<file path="src/hw/rtl/epg_pkg.sv">
package epg_pkg;

  localparam int K_W       = 10;
  localparam int CFG_IDX_W = 2;
  localparam int CFG_DAT_W = 17;
  localparam int PT_W      = 16;
  localparam int AX_W      = 17;

  localparam int MUL_W  = 34;
  localparam int PROD_W = 2 * MUL_W;
  localparam int DVD_W  = 52;
  localparam int DVS_W  = 36;
  localparam int QUO_W  = 32;
  localparam int SQ_W   = 63;
  localparam int ROOT_W = 32;

  localparam logic [30:0] Q30_ONE     = 31'h4000_0000;
  localparam logic [30:0] HALF_PI_Q30 = 31'd1686629713;

  localparam logic [3:0] SIN_LAST = 4'd4;
  localparam logic [3:0] COS_LAST = 4'd10;

  typedef enum logic [CFG_IDX_W-1:0] {
    REG_CENTER_X = 2'd0,
    REG_CENTER_Y = 2'd1,
    REG_AXIS_X   = 2'd2,
    REG_AXIS_Y   = 2'd3
  } reg_idx_t;

  typedef enum logic [4:0] {
    OP_NONE  = 5'd0,
    OP_LOAD  = 5'd1,
    OP_ANGLE = 5'd2,
    OP_ADIV  = 5'd3,
    OP_THETA = 5'd4,
    OP_X2    = 5'd5,
    OP_HP    = 5'd6,
    OP_HQ    = 5'd7,
    OP_HC    = 5'd8,
    OP_SMUL  = 5'd9,
    OP_SIN   = 5'd10,
    OP_COS   = 5'd11,
    OP_U     = 5'd12,
    OP_V     = 5'd13,
    OP_SQ1   = 5'd14,
    OP_SQ2   = 5'd15,
    OP_SQ3   = 5'd16,
    OP_ROOT  = 5'd17,
    OP_DEN   = 5'd18,
    OP_DXS   = 5'd19,
    OP_DX    = 5'd20,
    OP_DYS   = 5'd21,
    OP_DY    = 5'd22,
    OP_EMIT  = 5'd23,
    OP_AQ    = 5'd24,
    OP_TSQ   = 5'd25
  } op_t;

  typedef struct packed {
    op_t        op;
    logic [3:0] idx;
  } dp_cmd_t;

  typedef struct packed {
    logic div_done;
    logic sqrt_done;
    logic is_close;
    logic is_beyond;
    logic zero_axis;
    logic den_zero;
    logic dup;
  } dp_stat_t;

  // floor(2^34 / d) for the Horner divisors
  function automatic logic [MUL_W-1:0] horner_recip(input logic [3:0] i);
    logic [MUL_W-1:0] m;
    case (i)
      4'd0:    m = 34'd156180628;
      4'd1:    m = 34'd238609294;
      4'd2:    m = 34'd409044504;
      4'd3:    m = 34'd858993459;
      4'd4:    m = 34'd2863311530;
      4'd5:    m = 34'd130150524;
      4'd6:    m = 34'd190887435;
      4'd7:    m = 34'd306783378;
      4'd8:    m = 34'd572662306;
      4'd9:    m = 34'd1431655765;
      4'd10:   m = 34'd8589934592;
      default: m = '0;
    endcase
    return m;
  endfunction

  function automatic logic [7:0] horner_div(input logic [3:0] i);
    logic [7:0] d;
    case (i)
      4'd0:    d = 8'd110;
      4'd1:    d = 8'd72;
      4'd2:    d = 8'd42;
      4'd3:    d = 8'd20;
      4'd4:    d = 8'd6;
      4'd5:    d = 8'd132;
      4'd6:    d = 8'd90;
      4'd7:    d = 8'd56;
      4'd8:    d = 8'd30;
      4'd9:    d = 8'd12;
      4'd10:   d = 8'd2;
      default: d = 8'd1;
    endcase
    return d;
  endfunction

endpackage

</file>
<file path="src/hw/rtl/epg_ctrl.sv">
module epg_ctrl (
  input  logic               clk,
  input  logic               rst_n,
  input  logic               in_valid,
  output logic               in_ready,
  output logic               out_valid,
  input  logic               out_ready,
  input  epg_pkg::dp_stat_t  stat,
  output epg_pkg::dp_cmd_t   cmd
);

  typedef enum logic [28:0] {
    ST_IDLE  = 29'h0000001,
    ST_CHECK = 29'h0000002,
    ST_ANGLE = 29'h0000004,
    ST_ADIV  = 29'h0000008,
    ST_AWAIT = 29'h0000010,
    ST_THETA = 29'h0000020,
    ST_X2    = 29'h0000040,
    ST_HP    = 29'h0000080,
    ST_HQ    = 29'h0000100,
    ST_HC    = 29'h0000200,
    ST_SMUL  = 29'h0000400,
    ST_SIN   = 29'h0000800,
    ST_COS   = 29'h0001000,
    ST_U     = 29'h0002000,
    ST_V     = 29'h0004000,
    ST_SQ1   = 29'h0008000,
    ST_SQ2   = 29'h0010000,
    ST_SQ3   = 29'h0020000,
    ST_ROOT  = 29'h0040000,
    ST_RWAIT = 29'h0080000,
    ST_DEN   = 29'h0100000,
    ST_DXS   = 29'h0200000,
    ST_DXW   = 29'h0400000,
    ST_DX    = 29'h0800000,
    ST_DYS   = 29'h1000000,
    ST_DYW   = 29'h2000000,
    ST_DY    = 29'h4000000,
    ST_EMIT  = 29'h8000000,
    ST_TSQ   = 29'h10000000
  } state_t;

  state_t     state_r, state_nxt;
  logic [3:0] i_r, i_nxt;
  logic       out_valid_r, out_valid_nxt;
  logic       emit_ok;

  assign emit_ok  = !out_valid_r || out_ready;
  assign in_ready = (state_r == ST_IDLE);

  always_comb begin
    state_nxt     = state_r;
    i_nxt         = i_r;
    cmd.op        = epg_pkg::OP_NONE;
    cmd.idx       = i_r;
    out_valid_nxt = out_valid_r && !out_ready;
    case (state_r)
      ST_IDLE: begin
        if (in_valid) begin
          cmd.op    = epg_pkg::OP_LOAD;
          state_nxt = ST_CHECK;
        end
      end
      ST_CHECK: begin
        if (stat.is_close)       state_nxt = ST_EMIT;
        else if (stat.is_beyond) state_nxt = ST_IDLE;
        else if (stat.zero_axis) state_nxt = ST_EMIT;
        else                     state_nxt = ST_ANGLE;
      end
      ST_ANGLE: begin
        cmd.op    = epg_pkg::OP_ANGLE;
        state_nxt = ST_ADIV;
      end
      ST_ADIV: begin
        cmd.op    = epg_pkg::OP_ADIV;
        state_nxt = ST_AWAIT;
      end
      ST_AWAIT: begin
        cmd.op    = epg_pkg::OP_AQ;
        state_nxt = ST_THETA;
      end
      ST_THETA: begin
        cmd.op    = epg_pkg::OP_THETA;
        state_nxt = ST_TSQ;
      end
      ST_TSQ: begin
        cmd.op    = epg_pkg::OP_TSQ;
        state_nxt = ST_X2;
      end
      ST_X2: begin
        cmd.op    = epg_pkg::OP_X2;
        i_nxt     = '0;
        state_nxt = ST_HP;
      end
      ST_HP: begin
        cmd.op    = epg_pkg::OP_HP;
        state_nxt = ST_HQ;
      end
      ST_HQ: begin
        cmd.op    = epg_pkg::OP_HQ;
        state_nxt = ST_HC;
      end
      ST_HC: begin
        cmd.op = epg_pkg::OP_HC;
        if (i_r == epg_pkg::SIN_LAST) begin
          state_nxt = ST_SMUL;
        end else if (i_r == epg_pkg::COS_LAST) begin
          state_nxt = ST_COS;
        end else begin
          i_nxt     = i_r + 4'd1;
          state_nxt = ST_HP;
        end
      end
      ST_SMUL: begin
        cmd.op    = epg_pkg::OP_SMUL;
        state_nxt = ST_SIN;
      end
      ST_SIN: begin
        cmd.op    = epg_pkg::OP_SIN;
        i_nxt     = i_r + 4'd1;
        state_nxt = ST_HP;
      end
      ST_COS: begin
        cmd.op    = epg_pkg::OP_COS;
        state_nxt = ST_U;
      end
      ST_U: begin
        cmd.op    = epg_pkg::OP_U;
        state_nxt = ST_V;
      end
      ST_V: begin
        cmd.op    = epg_pkg::OP_V;
        state_nxt = ST_SQ1;
      end
      ST_SQ1: begin
        cmd.op    = epg_pkg::OP_SQ1;
        state_nxt = ST_SQ2;
      end
      ST_SQ2: begin
        cmd.op    = epg_pkg::OP_SQ2;
        state_nxt = ST_SQ3;
      end
      ST_SQ3: begin
        cmd.op    = epg_pkg::OP_SQ3;
        state_nxt = ST_ROOT;
      end
      ST_ROOT: begin
        cmd.op    = epg_pkg::OP_ROOT;
        state_nxt = ST_RWAIT;
      end
      ST_RWAIT: begin
        if (stat.sqrt_done) state_nxt = ST_DEN;
      end
      ST_DEN: begin
        cmd.op    = epg_pkg::OP_DEN;
        state_nxt = ST_DXS;
      end
      ST_DXS: begin
        if (stat.den_zero) begin
          state_nxt = ST_EMIT;
        end else begin
          cmd.op    = epg_pkg::OP_DXS;
          state_nxt = ST_DXW;
        end
      end
      ST_DXW: begin
        if (stat.div_done) state_nxt = ST_DX;
      end
      ST_DX: begin
        cmd.op    = epg_pkg::OP_DX;
        state_nxt = ST_DYS;
      end
      ST_DYS: begin
        cmd.op    = epg_pkg::OP_DYS;
        state_nxt = ST_DYW;
      end
      ST_DYW: begin
        if (stat.div_done) state_nxt = ST_DY;
      end
      ST_DY: begin
        cmd.op    = epg_pkg::OP_DY;
        state_nxt = ST_EMIT;
      end
      ST_EMIT: begin
        if (stat.dup) begin
          state_nxt = ST_IDLE;
        end else if (emit_ok) begin
          cmd.op        = epg_pkg::OP_EMIT;
          out_valid_nxt = 1'b1;
          state_nxt     = ST_IDLE;
        end
      end
      default: state_nxt = ST_IDLE;
    endcase
  end

  always_ff @(posedge clk) begin
    if (!rst_n) begin
      state_r     <= ST_IDLE;
      i_r         <= '0;
      out_valid_r <= 1'b0;
    end else begin
      state_r     <= state_nxt;
      i_r         <= i_nxt;
      out_valid_r <= out_valid_nxt;
    end
  end

  assign out_valid = out_valid_r;

endmodule

</file>
<file path="config.mk">
export PLATFORM = sky130hd
export DESIGN_NAME = epg_ctrl
export DESIGN_NICKNAME = d
export VERILOG_FILES = /design/src/hw/rtl/epg_pkg.sv /design/src/hw/rtl/epg_ctrl.sv
export SDC_FILE = /design/constraint.sdc
export NUM_CORES = 1
export LEC_CHECK = 0
export BUFFER_PORTS_ARGS = -buffer_cell sky130_fd_sc_hd__buf_4
export CAP_MARGIN = 20
export CORE_MARGIN = 1.5
export CORE_UTILIZATION = 62
export CTS_CLUSTER_SIZE = 10
export DETAILED_ROUTE_END_ITERATION = 12
export PLACE_DENSITY = 0.83
export SYNTH_ARGS = -nofsm -noshare
export SYNTH_HDL_FRONTEND = slang
export SYNTH_SLANG_ARGS = --single-unit
</file>
<file path="constraint.sdc">
create_clock -name clk -period 8.7 [get_ports clk]
set_input_delay 1.74 -clock clk [delete_from_list [all_inputs] [get_ports clk]]
set_output_delay 1.74 -clock clk [all_outputs]
set_load 0.1 [all_outputs]
</file>
Word-level counts from Yosys, hierarchy flattened. Index checks and enable logic that the tools add are counted.

Flip-flop bits (word level): 34. Input bits: 11. Output and inout port bits: 11.

Add/subtract/negate cells: 1. Eq/ne operators: 38. Multiplexer cells: 24. Reductions and logical operators: 8.

Operators with widths (number): $pmux W29 S28 (1); $mux W29 (6); $pmux W5 S25 (1); $mux W28 (4); $eq A29 B1 Y1 const B (1); $eq A29 B10 Y1 const B (1); $eq A29 B11 Y1 const B (1); $eq A29 B12 Y1 const B (1); $eq A29 B13 Y1 const B (1); $eq A29 B14 Y1 const B (1); $eq A29 B15 Y1 const B (1); $eq A29 B16 Y1 const B (1); $eq A29 B17 Y1 const B (1); $eq A29 B18 Y1 const B (1); $eq A29 B19 Y1 const B (1); $eq A29 B2 Y1 const B (1); $eq A29 B20 Y1 const B (1); $eq A29 B21 Y1 const B (1); $eq A29 B22 Y1 const B (1); $eq A29 B23 Y1 const B (1); $eq A29 B24 Y1 const B (1); $eq A29 B25 Y1 const B (1); $eq A29 B26 Y1 const B (1); $eq A29 B27 Y1 const B (1); other kinds (26) (39).

Depth between registers and ports, before layout.
Word-level depth: 5. Gate-level depth with buffers: 10.

Least setup slack after synthesis. No wires, ideal clock.

Path kind: reg-to-output. Start point: register state_r[15]. End point: output port cmd[4] (netlist bit). Arrival time: 3.184 ns. Required time: 6.960 ns. Path slack: 3.776 ns. Cell stages (with the launch flop): 9. Buffers on the path: 2. Cell sequence: dfxtp_1 -> buf_4 -> or4_4 -> buf_6 -> nor4_4 -> nand4_1 -> inv_1 -> a21oi_1 -> nand3_1.

RTL lines: start: declaration (line epg_ctrl.sv:44) `state_t state_r, state_nxt;`; start signal: assignment (line epg_ctrl.sv:204) `state_r <= state_nxt;`; end: declaration (line epg_ctrl.sv:9) `output epg_pkg::dp_cmd_t cmd`.

==> results.md <==
- Clock root cell: clkbuf_4
- Pint: 0.2196 mW
- Gr ovfl total: 0
- Vias per Instance: 6.667
- Critical path origin: state_r[8]$_SDFFE_PN0P_
- Fin. Hold Viols: 0
- Normalized max-slew margin: 46.93%
- Post-CTS setup buffer count: 0
- Residual DRC: 0
- CTS tree: yes
- Worst flop-to-flop path startpoint: state_r[8]$_SDFFE_PN0P_
- IO buf count: 21
- Fmax: 192.2 MHz
- Slew @ Worst Pin: 0.7900 ns
- Worst Hold Launch: i_r[3]$_SDFFE_PN0P_
- Switch share: 33.65%
- Logic gate share of total power: 23.7%
- Antenna cells: 0
- Row count: 20
- I/O pin count: 22
- Flop pwr share: 48.4%
- Placed Cells incl. Taps: 310
- Placer Congestion: 0.9869
- Area leader, netlist: dfxtp_1
- Cell Area, Synth: 0.002023 mm²
- Number of synthesized flops with an enable pin: 0
- Height of the die: 60.13 µm
- Slew Limit Fails: 0
- Initial Util: 65.73%
- Top cell type's share of synthesized area: 33.64%
- Worst Clk Skew: 0.007013 ns
- Leakage power: 0.8642 nW
- Clock-pin slew on the worst setup and hold paths: 0.10 ns
- Area of the die: 0.003615 mm²
- Setup slack after layout: 3.497 ns
- Flops & latches, synth: 34
- Top-count cell post-synth: nor2_1
- Core Box Area: 0.003078 mm²
- Clock Power Share: 27.8%
- Number of max-cap violations: 0
- Worst skew pair latency: 0.34 ns
- Antenna viol nets, final: 0
- Num CTS Buffers: 5
- Hold path cells: 2
- RSZ-0062 raised after global routing: no
- Drt first pass iters: 5
- R2R Path End: state_r[13]$_SDFFE_PN0P_
- Worst VDD drop: 0.1336 mV
- Post-cts gate resize count: 0
- Largest net degree at the start of global routing: 22
- Initial DRC count: 226
- Crit path max fanout: 7
- Net Count, Synth: 265
- HP Class: register to register
- Clk buf depth: 2
- CTS H-tree depth: 2
- Tmin final: 5.203 ns
- Die width: 60.13 µm
- Total chip power: 0.3310 mW
- Reg2Reg Setup Slack: 5.25 ns
- CP Capture Type: output port
- Outcome: finished, final reports clean
- FF-to-FF path depth: 8
- Vias in the first global route: 1,876
- Hold Crit Endpoint: i_r[3]$_SDFFE_PN0P_
- Pre-CTS WS: 3.908 ns
- Post-synthesis sequential area ratio: 33.64%
- CTS Hold Bufs: 0
- Post-synth top cells: nor2_1, dfxtp_1, nand4_1, nor3_1
- Worst Path Required: 6.96 ns
- Top area cells in the synthesized netlist: dfxtp_1, nor2_1, nand4_1
- Area delta synth->final: 11.81%
- Setup TNS: 0 ns
- Layout cell share with drive strength beyond 1: 15.69%
- CP Data Arrival Time: 3.46 ns
- Fin crit share: 59.80%
- Setup Viol. Count Final: 0
- Number of nets in the layout: 287
- FFs w/ async S/R, synth: 0%
- Yosys cell types: 47
- Post-detail-place hpwl: 4.222 mm
- Gr usage total: 33.30%
- WL/cell: 17.24 µm
- Mapped Cells: 251
- Psw: 0.1114 mW
- Element type at the critical path start: register
- First-pass GRT wire length: 8.825 mm
- Vias after detailed routing: 2,120
- Finished Layout Cells: 318
- Post-layout util: 73.50%
- Antenna violations before repair: 0
- Setup CP Type: register to output port
- Synth warn: 0
- Synth Flop Type: dfxtp_1
- Mean Syn Cell Area: 8.061 µm²
- Total clock sinks: 34
- Detailed Route WL: 5.483 mm
- Pwr per Cell Area: 146.3 mW/mm²
[state kept, by name (all words and copies together), names as in the netlist]
| signal | count |
|---|---|
| out_valid | 1 |
| i_r | 4 |
| state_r | 29 |
[through the flow]
step | hold slack, ns | instance area [µm²]
floorplan | 0.4792 | 2023
global placement | 0.4958 | 2202
detailed placement | 0.5027 | 2202
CTS | 0.5189 | 2262
global route | 0.5564 | 2262
finish | 0.5205 | 2262
[critical path, stage by stage, from the launching register on]
cell and delay, ns:
dfxtp_1 0.39, or4_1 0.70, nor3_1 0.66, buf_4 0.27, nand4_1 0.25, o2111ai_1 0.35, nor3b_1 0.10, nand3_1 0.11
buf_4 0.29
[kinds of logic after synthesis]
| logic type | after synthesis | share of synthesized area (%) |
|---|---|---|
| AOI/OAI and AO/OA | 26 | 8.906 |
| and+or+nand+nor | 163 | 48.30 |
| buffers and inverters | 18 | 4.267 |
| adders and majority gates | 3 | 1.855 |
| DFF | 34 | 33.64 |
| xor gates and xnor gates | 7 | 3.030 |
[how the worst max path moves through the flow]
| stage | to | depth (start not counted) |
|---|---|---|
| after floorplan | cmd[4] | 8 |
| after global placement | cmd[8] | 6 |
| after detailed placement | cmd[8] | 6 |
| after CTS | cmd[4] | 8 |
| after global routing | cmd[4] | 8 |
| final | cmd[4] | 8 |
[power by group through the flow]
stage | clock network, mW | logic [mW] | registers, mW
3_3_place_gp | 0 | 0.0767 | 0.164
3_5_place_dp | 0 | 0.0767 | 0.164
5_1_grt | 0.100 | 0.0841 | 0.161
2_1_floorplan | 0 | 0.0567 | 0.163
6_report | 0.0922 | 0.0786 | 0.160
4_1_cts | 0.0927 | 0.0771 | 0.160
[routing by layer]
| metal | wire length (µm) | vias to the layer above | track usage [%] |
|---|---|---|---|
| met3 | 643 | 24 | 11.26 |
| met5 | 0 | - | 0 |
| met4 | 200 | 0 | 16.83 |
| met2 | 2371 | 141 | 47.52 |
| li1 | - | 995 | - |
| met1 | 2268 | 960 | 44.23 |
[cells in the final DEF, fill, tap and decap left out, drive strengths merged, types with 8 or more instances in the layout]
| cell | n |
|---|---|
| nor2 | 40 |
| dfxtp | 34 |
| buf | 23 |
| nand4 | 19 |
| nor3 | 15 |
| nor4 | 14 |
| nand2b | 11 |
| nand3 | 11 |
| inv | 10 |
| nor4b | 10 |
| a21oi | 10 |
| nand2 | 9 |
| or4 | 8 |
[final cells by class]
class / instances / area [µm²]
multi-input cells: 199 / 1256
fillers: 253 / 815.8
flip-flops and latches: 34 / 680.7
repair buffers: 23 / 172.7
clock buffers: 7 / 55.05
well taps: 44 / 55.05
inverters: 10 / 37.54
clock inverters: 1 / 5.005
(Power assumes the default switching activity.)
